File: config.mk
export PLATFORM = sky130hd
export DESIGN_NAME = scale_frame_parser_core
export DESIGN_NICKNAME = d
export VERILOG_FILES = /design/src/design/sfp_pkg.sv /design/src/design/sfp_field_capture.sv /design/src/design/sfp_weight_parse.sv /design/src/design/sfp_report.sv /design/src/design/scale_frame_parser_core.sv
export SDC_FILE = /design/constraint.sdc
export NUM_CORES = 1
export LEC_CHECK = 0
export BUFFER_PORTS_ARGS = -buffer_cell sky130_fd_sc_hd__buf_2
export CAP_MARGIN = 15
export CORE_ASPECT_RATIO = 1.25
export CORE_MARGIN = 5
export CORE_UTILIZATION = 56
export DETAILED_ROUTE_END_ITERATION = 8
export PLACE_DENSITY = 0.86
export SYNTH_ARGS = -nofsm -noshare
export SYNTH_HDL_FRONTEND = slang
export SYNTH_SLANG_ARGS = --single-unit
File: constraint.sdc
create_clock -name clk -period 6.77 [get_ports clk]
set_input_delay 0.677 -clock clk [delete_from_list [all_inputs] [get_ports clk]]
set_output_delay 0.677 -clock clk [all_outputs]
set_load 0.005 [all_outputs]
File: src/design/sfp_pkg.sv
// shared types and constants for the scale frame parser
`default_nettype none

package sfp_pkg;

  typedef struct packed {
    logic [7:0] rx_byte;
    logic       frame_end;
  } in_item_t;

  typedef struct packed {
    logic               frame_kind;
    logic [1:0]         stability;
    logic               gross_net;
    logic               weight_unit;
    logic [7:0]         device_number;
    logic signed [27:0] weight_value;
    logic [2:0]         point_position;
  } out_item_t;

  typedef struct packed {
    logic       go;
    logic       last;
    logic [7:0] data;
  } step_t;

  typedef struct packed {
    logic [4:0][7:0] head;
    logic [7:0]      b6;
    logic [7:0]      b18;
    logic [7:0]      b19;
  } fields_t;

  typedef struct packed {
    logic [26:0] acc;
    logic        minus;
    logic [2:0]  point;
  } weight_t;

  localparam int unsigned ACC_W = 27;
  localparam int unsigned WGT_W = 28;

  localparam logic [7:0] CH_U     = 8'h55;
  localparam logic [7:0] CH_S     = 8'h53;
  localparam logic [7:0] CH_T     = 8'h54;
  localparam logic [7:0] CH_O     = 8'h4F;
  localparam logic [7:0] CH_L     = 8'h4C;
  localparam logic [7:0] CH_E     = 8'h45;
  localparam logic [7:0] CH_G     = 8'h47;
  localparam logic [7:0] CH_N     = 8'h4E;
  localparam logic [7:0] CH_LOW_G = 8'h67;
  localparam logic [7:0] CH_LOW_K = 8'h6B;
  localparam logic [7:0] CH_LOW_T = 8'h74;
  localparam logic [7:0] CH_ZERO  = 8'h30;
  localparam logic [7:0] CH_NINE  = 8'h39;
  localparam logic [7:0] CH_MINUS = 8'h2D;
  localparam logic [7:0] CH_PLUS  = 8'h2B;
  localparam logic [7:0] CH_DOT   = 8'h2E;
  localparam logic [7:0] CH_SPACE = 8'h20;
  localparam logic [7:0] CH_TAB   = 8'h09;
  localparam logic [7:0] CH_CR    = 8'h0D;

  localparam logic       KIND_REPORT   = 1'b0;
  localparam logic       KIND_SETTINGS = 1'b1;
  localparam logic [1:0] STAB_UNSTABLE = 2'd0;
  localparam logic [1:0] STAB_STABLE   = 2'd1;
  localparam logic [1:0] STAB_OVERLOAD = 2'd2;
  localparam logic       GN_GROSS      = 1'b0;
  localparam logic       GN_NET        = 1'b1;
  localparam logic       UNIT_KG       = 1'b0;
  localparam logic       UNIT_TON      = 1'b1;

  localparam int unsigned POS_DEVICE  = 6;
  localparam int unsigned POS_WFIRST  = 9;
  localparam int unsigned POS_WLAST   = 16;
  localparam int unsigned POS_UNIT_HI = 18;
  localparam int unsigned POS_UNIT_LO = 19;
  localparam int unsigned HEAD_LEN    = 5;

endpackage

`default_nettype wire

File: src/design/sfp_field_capture.sv
// byte position counter and capture of the fixed-position frame bytes
`default_nettype none

module sfp_field_capture #(
  parameter int unsigned MAX_FRAME = 64,
  parameter int unsigned PW        = 7
) (
  input  wire logic            clk,
  input  wire logic            rst_n,
  input  wire sfp_pkg::step_t  step,
  output logic [PW-1:0]        pos,
  output sfp_pkg::fields_t     view
);

  logic [PW-1:0]    pos_r;
  logic [PW-1:0]    pos_nxt;
  sfp_pkg::fields_t fld_r;
  sfp_pkg::fields_t fld_nxt;

  always_comb begin
    view = fld_r;
    if (step.go) begin
      for (int i = 0; i < sfp_pkg::HEAD_LEN; i++) begin
        if (pos_r == PW'(i)) begin
          view.head[i] = step.data;
        end
      end
      if (pos_r == PW'(sfp_pkg::POS_DEVICE)) begin
        view.b6 = step.data;
      end
      if (pos_r == PW'(sfp_pkg::POS_UNIT_HI)) begin
        view.b18 = step.data;
      end
      if (pos_r == PW'(sfp_pkg::POS_UNIT_LO)) begin
        view.b19 = step.data;
      end
    end
  end

  always_comb begin
    pos_nxt = pos_r;
    fld_nxt = view;
    if (step.go) begin
      if (step.last) begin
        pos_nxt = '0;
        fld_nxt = '0;
      end else if (pos_r < PW'(MAX_FRAME)) begin
        pos_nxt = pos_r + PW'(1);
      end
    end
  end

  always_ff @(posedge clk) begin
    if (!rst_n) begin
      pos_r <= '0;
      fld_r <= '0;
    end else begin
      pos_r <= pos_nxt;
      fld_r <= fld_nxt;
    end
  end

  assign pos = pos_r;

  position_bounded: assert property (@(posedge clk) disable iff (!rst_n)
    pos_r <= PW'(MAX_FRAME))
    else $error("byte position beyond frame limit");

  position_restarts: assert property (@(posedge clk) disable iff (!rst_n)
    step.go && step.last |=> pos_r == '0)
    else $error("byte position not cleared after frame end");

endmodule

`default_nettype wire

File: src/design/sfp_weight_parse.sv
// running decimal parse of the weight field
`default_nettype none

module sfp_weight_parse #(
  parameter int unsigned PW = 7
) (
  input  wire logic           clk,
  input  wire logic           rst_n,
  input  wire sfp_pkg::step_t step,
  input  wire logic [PW-1:0]  pos,
  output sfp_pkg::weight_t    view
);

  typedef enum logic [1:0] {
    PH_SKIP,
    PH_DIGITS,
    PH_STOP
  } phase_t;

  phase_t           phase_r;
  phase_t           phase_v;
  phase_t           phase_nxt;
  sfp_pkg::weight_t wgt_r;
  sfp_pkg::weight_t wgt_nxt;
  logic             in_field;
  logic [7:0]       c;
  logic             is_digit;
  logic             is_space;
  logic [26:0]      acc_step;

  assign in_field = step.go && (pos >= PW'(sfp_pkg::POS_WFIRST))
                    && (pos <= PW'(sfp_pkg::POS_WLAST));
  assign c        = (step.data == sfp_pkg::CH_MINUS) ? sfp_pkg::CH_SPACE : step.data;
  assign is_digit = (c >= sfp_pkg::CH_ZERO) && (c <= sfp_pkg::CH_NINE);
  assign is_space = (c == sfp_pkg::CH_SPACE)
                    || ((c >= sfp_pkg::CH_TAB) && (c <= sfp_pkg::CH_CR));
  assign acc_step = (wgt_r.acc << 3) + (wgt_r.acc << 1)
                    + sfp_pkg::ACC_W'(c - sfp_pkg::CH_ZERO);

  always_comb begin
    view    = wgt_r;
    phase_v = phase_r;
    if (in_field) begin
      if (step.data == sfp_pkg::CH_DOT) begin
        view.point = 3'(PW'(sfp_pkg::POS_WLAST) - pos);
      end else begin
        if (step.data == sfp_pkg::CH_MINUS) begin
          view.minus = 1'b1;
        end
        unique case (phase_r)
          PH_SKIP: begin
            if (is_space) begin
              phase_v = PH_SKIP;
            end else if (c == sfp_pkg::CH_PLUS) begin
              phase_v = PH_DIGITS;
            end else if (is_digit) begin
              view.acc = acc_step;
              phase_v  = PH_DIGITS;
            end else begin
              phase_v = PH_STOP;
            end
          end
          PH_DIGITS: begin
            if (is_digit) begin
              view.acc = acc_step;
            end else begin
              phase_v = PH_STOP;
            end
          end
          default: begin
            phase_v = PH_STOP;
          end
        endcase
      end
    end
  end

  always_comb begin
    phase_nxt = phase_v;
    wgt_nxt   = view;
    if (step.go && step.last) begin
      phase_nxt = PH_SKIP;
      wgt_nxt   = '0;
    end
  end

  always_ff @(posedge clk) begin
    if (!rst_n) begin
      phase_r <= PH_SKIP;
      wgt_r   <= '0;
    end else begin
      phase_r <= phase_nxt;
      wgt_r   <= wgt_nxt;
    end
  end

  stopped_stays: assert property (@(posedge clk) disable iff (!rst_n)
    phase_r == PH_STOP && !(step.go && step.last) |=> phase_r == PH_STOP)
    else $error("weight parse resumed after stop");

endmodule

`default_nettype wire

File: src/design/sfp_report.sv
// report field decode, kept values and result register
`default_nettype none

module sfp_report (
  input  wire logic             clk,
  input  wire logic             rst_n,
  input  wire logic             frame_done,
  input  wire sfp_pkg::fields_t fld,
  input  wire sfp_pkg::weight_t wgt,
  input  wire logic             out_ready,
  output logic                  out_valid,
  output sfp_pkg::out_item_t    out_item
);

  logic                  out_valid_r;
  logic                  out_valid_nxt;
  sfp_pkg::out_item_t    out_r;
  sfp_pkg::out_item_t    out_nxt;
  logic [1:0]            stab_r;
  logic [1:0]            stab_nxt;
  logic                  gn_r;
  logic                  gn_nxt;
  logic                  unit_r;
  logic                  unit_nxt;
  logic [7:0]            dev_r;
  logic [7:0]            dev_nxt;
  logic signed [27:0]    wval_r;
  logic signed [27:0]    wval_nxt;
  logic [2:0]            point_r;
  logic [2:0]            point_nxt;
  logic                  kind;
  logic [27:0]           mag;

  assign mag = sfp_pkg::WGT_W'(wgt.acc);

  always_comb begin
    kind      = sfp_pkg::KIND_REPORT;
    stab_nxt  = stab_r;
    gn_nxt    = gn_r;
    unit_nxt  = unit_r;
    dev_nxt   = dev_r;
    wval_nxt  = wval_r;
    point_nxt = point_r;
    if (fld.head[0] == sfp_pkg::CH_U && fld.head[1] == sfp_pkg::CH_S) begin
      stab_nxt = sfp_pkg::STAB_UNSTABLE;
    end else if (fld.head[0] == sfp_pkg::CH_S && fld.head[1] == sfp_pkg::CH_T) begin
      stab_nxt = sfp_pkg::STAB_STABLE;
    end else if (fld.head[0] == sfp_pkg::CH_O && fld.head[1] == sfp_pkg::CH_L) begin
      stab_nxt = sfp_pkg::STAB_OVERLOAD;
    end else if (fld.head[0] == sfp_pkg::CH_S && fld.head[1] == sfp_pkg::CH_E
                 && fld.head[2] == sfp_pkg::CH_T) begin
      kind = sfp_pkg::KIND_SETTINGS;
    end
    if (kind == sfp_pkg::KIND_REPORT) begin
      if (fld.head[3] == sfp_pkg::CH_G && fld.head[4] == sfp_pkg::CH_S) begin
        gn_nxt = sfp_pkg::GN_GROSS;
      end else if (fld.head[3] == sfp_pkg::CH_N && fld.head[4] == sfp_pkg::CH_T) begin
        gn_nxt = sfp_pkg::GN_NET;
      end
      dev_nxt   = fld.b6 - sfp_pkg::CH_ZERO;
      point_nxt = wgt.point;
      wval_nxt  = wgt.minus ? $signed(28'd0 - mag) : $signed(mag);
      if (fld.b19 == sfp_pkg::CH_LOW_G) begin
        if (fld.b18 == sfp_pkg::CH_LOW_K) begin
          unit_nxt = sfp_pkg::UNIT_KG;
        end
      end else if (fld.b19 == sfp_pkg::CH_LOW_T) begin
        unit_nxt = sfp_pkg::UNIT_TON;
      end
    end
  end

  always_comb begin
    out_nxt                = out_r;
    out_valid_nxt          = out_valid_r && !out_ready;
    if (frame_done) begin
      out_valid_nxt          = 1'b1;
      out_nxt.frame_kind     = kind;
      out_nxt.stability      = stab_nxt;
      out_nxt.gross_net      = gn_nxt;
      out_nxt.weight_unit    = unit_nxt;
      out_nxt.device_number  = dev_nxt;
      out_nxt.weight_value   = wval_nxt;
      out_nxt.point_position = point_nxt;
    end
  end

  always_ff @(posedge clk) begin
    if (!rst_n) begin
      out_valid_r <= 1'b0;
      stab_r      <= sfp_pkg::STAB_UNSTABLE;
      gn_r        <= sfp_pkg::GN_GROSS;
      unit_r      <= sfp_pkg::UNIT_KG;
      dev_r       <= '0;
      wval_r      <= '0;
      point_r     <= '0;
    end else begin
      out_valid_r <= out_valid_nxt;
      if (frame_done) begin
        stab_r  <= stab_nxt;
        gn_r    <= gn_nxt;
        unit_r  <= unit_nxt;
        dev_r   <= dev_nxt;
        wval_r  <= wval_nxt;
        point_r <= point_nxt;
      end
    end
  end

  always_ff @(posedge clk) begin
    out_r <= out_nxt;
  end

  assign out_valid = out_valid_r;
  assign out_item  = out_r;

  no_overwrite: assert property (@(posedge clk) disable iff (!rst_n)
    frame_done |-> !out_valid_r || out_ready)
    else $error("result overwritten before it was taken");

endmodule

`default_nettype wire

File: src/design/scale_frame_parser_core.sv
// top level of the scale report frame parser
// a frame-end item is held in the input register, then decoded into the result register
// as it leaves the input register
// throughput: one item per cycle; a frame-end item waits in the input register
// while the previous result has not been taken
// reset: synchronous, clears position, captured bytes, parse state and kept values
`default_nettype none

module scale_frame_parser_core #(
  parameter int unsigned MAX_FRAME = 64
) (
  input  wire logic                clk,
  input  wire logic                rst_n,
  input  wire logic                in_valid,
  output logic                     in_ready,
  input  wire sfp_pkg::in_item_t   in_item,
  output logic                     out_valid,
  input  wire logic                out_ready,
  output sfp_pkg::out_item_t       out_item
);

  localparam int unsigned PW = $clog2(MAX_FRAME + 1);

  sfp_pkg::in_item_t in_r;
  logic              in_v_r;
  logic              in_v_nxt;
  logic              take;
  logic              advance;
  sfp_pkg::step_t    step;
  logic [PW-1:0]     pos;
  sfp_pkg::fields_t  fld;
  sfp_pkg::weight_t  wgt;

  assign advance  = in_v_r && (!in_r.frame_end || !out_valid || out_ready);
  assign in_ready = !in_v_r || advance;
  assign take     = in_valid && in_ready;
  assign in_v_nxt = take || (in_v_r && !advance);

  assign step.go   = advance;
  assign step.last = in_r.frame_end;
  assign step.data = in_r.rx_byte;

  always_ff @(posedge clk) begin
    if (!rst_n) begin
      in_v_r <= 1'b0;
    end else begin
      in_v_r <= in_v_nxt;
    end
  end

  always_ff @(posedge clk) begin
    if (take) begin
      in_r <= in_item;
    end
  end

  sfp_field_capture #(
    .MAX_FRAME (MAX_FRAME),
    .PW        (PW)
  ) u_capture (
    .clk   (clk),
    .rst_n (rst_n),
    .step  (step),
    .pos   (pos),
    .view  (fld)
  );

  sfp_weight_parse #(
    .PW (PW)
  ) u_weight (
    .clk   (clk),
    .rst_n (rst_n),
    .step  (step),
    .pos   (pos),
    .view  (wgt)
  );

  sfp_report u_report (
    .clk        (clk),
    .rst_n      (rst_n),
    .frame_done (advance && in_r.frame_end),
    .fld        (fld),
    .wgt        (wgt),
    .out_ready  (out_ready),
    .out_valid  (out_valid),
    .out_item   (out_item)
  );

  frame_end_gives_result: assert property (@(posedge clk) disable iff (!rst_n)
    advance && in_r.frame_end |=> out_valid)
    else $error("frame end produced no result");

  stall_only_on_pending_result: assert property (@(posedge clk) disable iff (!rst_n)
    !in_ready |-> in_v_r && in_r.frame_end && out_valid && !out_ready)
    else $error("input stalled without a pending result");

  reset_empties: assert property (@(posedge clk)
    !rst_n |=> !out_valid && !in_v_r)
    else $error("item held across reset");

endmodule

`default_nettype wire
-- Word level (Yosys, flattened, before mapping)
Index checks and enable logic that the tools add are counted.
- output and inout bits: 46
- input bits: 13
- register bits: 202
- logic and storage cells: 152
- add/subtract/negate cells: 7
- reductions and logical operators: 32
- equality and inequality tests: 28
- multiplexer cells: 46
- bitwise operators: 2
- magnitude comparators: 7
- operators by type and width (operator ; number):
    64-bit two-way mux ; 3
    8-bit by 7-bit == test with 1-bit output (second input constant) ; 15
    28-bit two-way mux ; 3
    27-bit two-way mux ; 3
    8-bit two-way mux ; 10
    27-bit adder ; 2
    27-bit one-hot mux with 2 select lines ; 1
    8-bit by 6-bit == test with 1-bit output (second input constant) ; 4
    31-bit two-way mux ; 1
    1-bit by 27-bit subtractor with 28-bit output (first input constant) ; 1
    1-bit logical AND ; 16
    7-bit by 2-bit == test with 1-bit output (second input constant) ; 2
    7-bit by 3-bit == test with 1-bit output (second input constant) ; 2
    7-bit by 5-bit == test with 1-bit output (second input constant) ; 2
    2-bit two-way mux ; 7
    7-bit two-way mux ; 2
    1-bit two-way mux ; 13
    8-bit by 6-bit subtractor with 9-bit output (second input constant) ; 1
    8-bit by 4-bit >= comparator with 1-bit output (second input constant) ; 1
    8-bit by 6-bit >= comparator with 1-bit output (second input constant) ; 1
    8-bit by 4-bit <= comparator with 1-bit output (second input constant) ; 1
    8-bit by 6-bit <= comparator with 1-bit output (second input constant) ; 1
    8-bit by 6-bit subtractor with 8-bit output (second input constant) ; 1
    7-bit by 1-bit adder with 7-bit output (second input constant) ; 1
    other kinds (18) ; 28

-- Longest topological paths before layout
- word-level depth: 13
- mapped depth: 20
- depth with buffers taken out: 20

-- Modules after synthesis
Synthesis repeated with hierarchy kept, for this count alone.
- cell total of the unflattened synthesis: 1234
- area, all modules: 11815.1 µm²
- by module, submodules not included (module ; times used ; area an instance (µm²) ; cells an instance):
    sfp_report ; 1 ; 4205.3 ; 432
    sfp_weight_parse ; 1 ; 3679.8 ; 443
    sfp_field_capture ; 1 ; 3577.2 ; 341
    scale_frame_parser_core ; 1 ; 352.8 ; 18

-- Worst setup path after synthesis
Ideal clock, no wire load.
- path kind: flip-flop to flip-flop
- start: register in_r[5] (netlist name)
- end: register u_report.out_r (netlist bit u_report.out_item[29]), data pin
- data arrival time: 6.142 ns
- stages on the path, launching flop included: 16
- setup slack: 0.343 ns
- clock period less this slack: 6.427 ns
- cells stage by stage: edfxtp_1 -> ha_1 -> nor3_1 -> fa_1 -> ha_1 -> and3_1 -> o211a_1 -> o311a_1 -> or4_1 -> a21oi_1 -> a31o_1 -> nand4_4 -> or4_1 -> o31ai_2 -> xnor2_1 -> mux2i_1
- longest elaborated chain between the ends: 13
- ends and longest elaborated chain (item ; RTL line ; source):
    from (decl) ; scale_frame_parser_core.sv:24 ; sfp_pkg::in_item_t in_r;
    from (signal assigned) ; scale_frame_parser_core.sv:53 ; in_r <= in_item;
    8-bit by 6-bit == test with 1-bit output ; sfp_weight_parse.sv:33, sfp_weight_parse.sv:47 ;
    8-bit two-way mux ; sfp_weight_parse.sv:33 ; assign c = (step.data == sfp_pkg::CH_MINUS) ? sfp_pkg::CH_SPACE : step.data;
    8-bit by 6-bit subtractor with 9-bit output (tied with other cells) ; sfp_weight_parse.sv:38 ; + sfp_pkg::ACC_W'(c - sfp_pkg::CH_ZERO);
    27-bit adder / 1-bit logical AND (equally long branches) ; sfp_weight_parse.sv:38, sfp_weight_parse.sv:34 ;
    27-bit two-way mux ; sfp_weight_parse.sv:56, sfp_weight_parse.sv:64 ;
    27-bit two-way mux ; sfp_weight_parse.sv:54 ; end else if (c == sfp_pkg::CH_PLUS) begin
    27-bit two-way mux ; sfp_weight_parse.sv:52 ; if (is_space) begin
    27-bit one-hot mux with 2 select lines ; sfp_weight_parse.sv:50 ; unique case (phase_r)
    28-bit two-way mux ; sfp_weight_parse.sv:44 ; if (step.data == sfp_pkg::CH_DOT) begin
    31-bit two-way mux ; sfp_weight_parse.sv:43 ; if (in_field) begin
    1-bit by 27-bit subtractor with 28-bit output ; sfp_report.sv:62 ; wval_nxt = wgt.minus ? $signed(28'd0 - mag) : $signed(mag);
    28-bit two-way mux ; sfp_report.sv:62 ;
    28-bit two-way mux (*) ; sfp_report.sv:54 ; if (kind == sfp_pkg::KIND_REPORT) begin
    via u_report.wval_nxt[26] ; sfp_report.sv:28 ; logic signed [27:0] wval_nxt;
    to (signal assigned) ; sfp_report.sv:111 ; out_r <= out_nxt;
    to (decl) ; sfp_report.sv:17 ; sfp_pkg::out_item_t out_r;
Mark *: on every way through the listed nets, which the timed path passes. The rest lies on a longest branch.
A chain may end at the register's enable or synchronous reset.

-- Worst setup path in the final report
- start: register in_r[5] (netlist name)
- end: register u_report.out_r (netlist bit u_report.out_item[26]), data pin
Same word-level chain as after synthesis.

==> flow_summary_export.csv <==
group,metric,value,unit
yosys,ys_seq_elements,202,
critical_path,timing.rr.start,"in_r[5]",
clock_tree,htreeDepth,1,
power_and_ir_drop,p_sw,0.0005928,W
global_routing,antenna_found_initial,0,
timing,setup_viol,0,
yosys,synth_fp_nets,1400,
layout,final_cell_area,12590,um2
route,drc,0,
clock_tree,cts_tree,"done",
clock_tree,root_buffer,"clkbuf_16",
global_routing,grt_pass1_vias,9710,
placement,place.gp.congestion,0.9541,
yosys,yosys_warnings,0,
clock_tree,insertion_delay,0.51,ns
critical_path,cp-start-kind,"flip-flop",
floorplanning,start_util,56.82,%
layout,syn_to_final_growth,10.23,%
floorplanning,die_h,169.7,um
yosys,post-synth-top-count-cell,"nand2_1",
route,vias,10130,
timing,rsz0062_at_grt,"false",
global_routing,grt_max_degree,104,
global_routing,grt_use_total,25.17,%
power_and_ir_drop,swShare,23.10,%
yosys,ys.flop_type,"dfxtp_1",
yosys,synthTopCellsByArea,"dfxtp_1 26%, edfxtp_1 14%, nand2_1 6.1%",
global_routing,overflow,0,
yosys,synthCells,1328,
power_and_ir_drop,p_int,0.001974,W
power_and_ir_drop,combPwrFrac,6.6,%
route,wl_per_cell,18.24,um
power_and_ir_drop,power_density,203.9,nW/um2
timing,skew,0.01965,ns
clock_tree,clk_path_buf_depth,3,
layout,nNetsFinal,1423,
yosys,synth_edf_count,53,
timing,fmax,171.2,MHz
worst_hold_path,hp-start,"in_item[1]",
yosys,synth_async_sr_flop_share,0,%
power_and_ir_drop,power_frac_seq,49.3,%
power_and_ir_drop,pwr-share-clk,44.2,%
critical_path,crit_path_end_kind,"flip-flop",
power_and_ir_drop,p_leak,5.053,nW
clock_tree,post_cts_buffers,0,
clock_tree,clkSinkCount,202,
floorplanning,core_area,20100,um2
placement,placed_area,11920,um2
power_and_ir_drop,total_power,0.002567,W
layout,diodes,0,
timing,relSlewSlack,23.55,%
yosys,synth_top_cell_area_share,26.12,%
clock_tree,cts-resized-gates,0,
timing,tightestPinTransition,1.147,ns
route,viasPerCell,6.190,
yosys,yosys-top-cells-count,"187 x nand2_1, 149 x dfxtp_1, 136 x nor2_1, 135 x a21oi_1, 64 x nand3_1",
power_and_ir_drop,ir_worst_vdd,0.2350,mV
timing,finalHoldViolCount,0,
floorplanning,die_area,23370,um2
layout,layout-drive-gt1-share,10.03,%
yosys,yosysSeqAreaShare,40.05,%
yosys,avgSynthCellArea,8.600,um2
timing,post-route-period-util,86.28,%
route,drtIter0Drc,786,
critical_path,path_class,"reg2reg",
critical_path,worstPathRequired,7.03,ns
yosys,yosys.area.top_type,"dfxtp_1",
placement,place_hpwl,20980,um
floorplanning,rows,58,
clock_tree,cts_made_buffers,21,
route,postRouteAntennaNets,0,
timing,period_needed,5.841,ns
critical_path,arrival,6.10,ns
route,drt-pass1-iter-count,5,
clock_tree,path_clk_slew,0.06,ns
critical_path,path_max_fanout,10,
status,status,"finished, final reports clean",
yosys,syn-cell-area,11420,um2
yosys,ys_types,82,
placement,port_buffers,58,
worst_hold_path,hp-class,"in2reg",
critical_path,ff2ff_setup_slack,0.93,ns
clock_tree,cts_hold_buf,0,
job,drv_cap,0,
floorplanning,top_level_ports,59,
floorplanning,fp.dieW,137.7,um
route,routed_wl,29840,um
critical_path,cp-startpoint,"in_r[5]",
timing,maxSlewViolCount,0,
timing,setup_tns,0,ns
global_routing,grt_pass1_wl,48020,um
-- per-stage QoR --
stage / cells / util, % / hold slack (ns) / worst slack, ns
6_report: 1636 / 62.63 / 0.3566 / 0.9290
5_1_grt: 1636 / 62.63 / 0.3496 / 0.5928
4_1_cts: 1636 / 62.63 / 0.3435 / 1.011
3_5_place_dp: 1598 / 59.29 / 0.4408 / 1.009
3_3_place_gp: 1598 / 59.29 / 0.4357 / 1.222
2_1_floorplan: 1328 / - / 0.4284 / 0.3430
-- path summary, 6_finish.rpt --
kind | cells past startpoint | end
max | 19 | u_report.out_item[26]
min | 1 | in_r[1]
max reg2reg | 19 | u_report.out_item[26]
min reg2reg | 2 | u_report.wval_r[23]
-- cell usage in the layout (no fill, tap or decap), drive strengths merged, types with 4 or more instances in the layout --
| cell | Yosys | final |
|---|---|---|
| dfxtp | 149 | 149 |
| nand4 | 8 | 8 |
| fa | 24 | 24 |
| or2 | 4 | 4 |
| and3 | 18 | 18 |
| inv | 39 | 41 |
| edfxtp | 53 | 53 |
| nand3b | 7 | 7 |
| xor2 | 18 | 18 |
| nand3 | 64 | 64 |
| nand2 | 187 | 187 |
| nand2b | 7 | 7 |
| a21o | 9 | 9 |
| nor3b | 6 | 6 |
| mux2i | 41 | 41 |
| o31a | 4 | 4 |
| o211ai | 5 | 5 |
| mux2 | 8 | 8 |
| o211a | 4 | 4 |
| a31o | 4 | 4 |
| nor3 | 26 | 26 |
| clkinv | 1 | 6 |
| nor2b | 10 | 10 |
| nor4b | 5 | 5 |
| and3b | 4 | 4 |
| clkbuf | 63 | 29 |
| o21a | 8 | 8 |
| a21oi | 135 | 135 |
| and2 | 16 | 16 |
| or4 | 11 | 11 |
| ha | 35 | 35 |
| or3 | 12 | 12 |
| o31ai | 20 | 20 |
| xnor2 | 27 | 27 |
| a211oi | 8 | 8 |
| a31oi | 17 | 17 |
| buf | 12 | 75 |
| o21ai | 67 | 67 |
| nor2 | 137 | 137 |
| nor4 | 12 | 12 |
-- worst max-delay path, stage by stage, from the launching register on --
cell,delay [ns]
edfxtp_1,0.54
inv_1,0.23
ha_1,0.30
and3b_1,0.24
a211oi_1,0.34
nor2_1,0.09
xnor2_1,0.15
fa_1,0.50
inv_1,0.05
ha_1,0.41
o211a_1,0.28
o311a_1,0.14
or4_1,0.54
a21oi_1,0.22
a31o_1,0.27
nand4_4,0.16
nor4_2,0.58
o21ai_1,0.15
and2_1,0.17
mux2_2,0.25
-- cells by family (layout without fill, tap and decap cells) --
group,count (synthesis),count (layout),synth area share (%)
simple gates,545,545,23.05
compound gates,313,313,17.18
flops,202,202,40.05
buf+inv,115,153,3.845
fa+ha+maj,59,59,8.041
mux,49,49,4.382
xor+xnor,45,45,3.451
-- power groups by stage --
stage	registers [W]	clock network [W]	logic [W]
after floorplan	0.00129	0	0.000117
after global placement	0.00129	0	0.000162
after detailed placement	0.00129	0	0.000165
after CTS	0.00126	0.00114	0.000166
after global routing	0.00127	0.00120	0.000183
final	0.00126	0.00113	0.000169
-- cell type report --
class	count	area [um2]
Clock inverter	9	95.09
Timing Repair Buffer	75	417.9
Sequential cell	202	4574
Multi-Input combinational cell	1011	6439
Tap cell	270	337.8
Clock buffer	29	575.6
Fill cell	1610	7512
Inverter	40	150.1
-- registers in the layout, summed over array words and instances (netlist names) --
| register | flops |
|---|---|
| u_report.out_valid | 1 |
| u_report.point_r | 3 |
| in_r | 9 |
| u_report.gn_r | 1 |
| u_report.wval_r | 28 |
| u_weight.wgt_r | 31 |
| u_capture.pos | 7 |
| u_report.unit_r | 1 |
| u_capture.fld_r | 64 |
| u_weight.phase_r | 2 |
| u_report.stab_r | 2 |
| u_report.dev_r | 8 |
| u_report.out_item | 44 |
| in_v_r | 1 |
-- per-layer routing --
layer / part of all wire, % / track usage [%] / vias to the layer above
met3: 5.3 / 3.292 / 123
li1: - / - / 4757
met2: 52 / 44.60 / 426
met1: 37 / 29.48 / 4821
met4: 5.4 / 12.89 / 0
met5: 0 / 0 / -
Power figures use the tool's default switching activity.
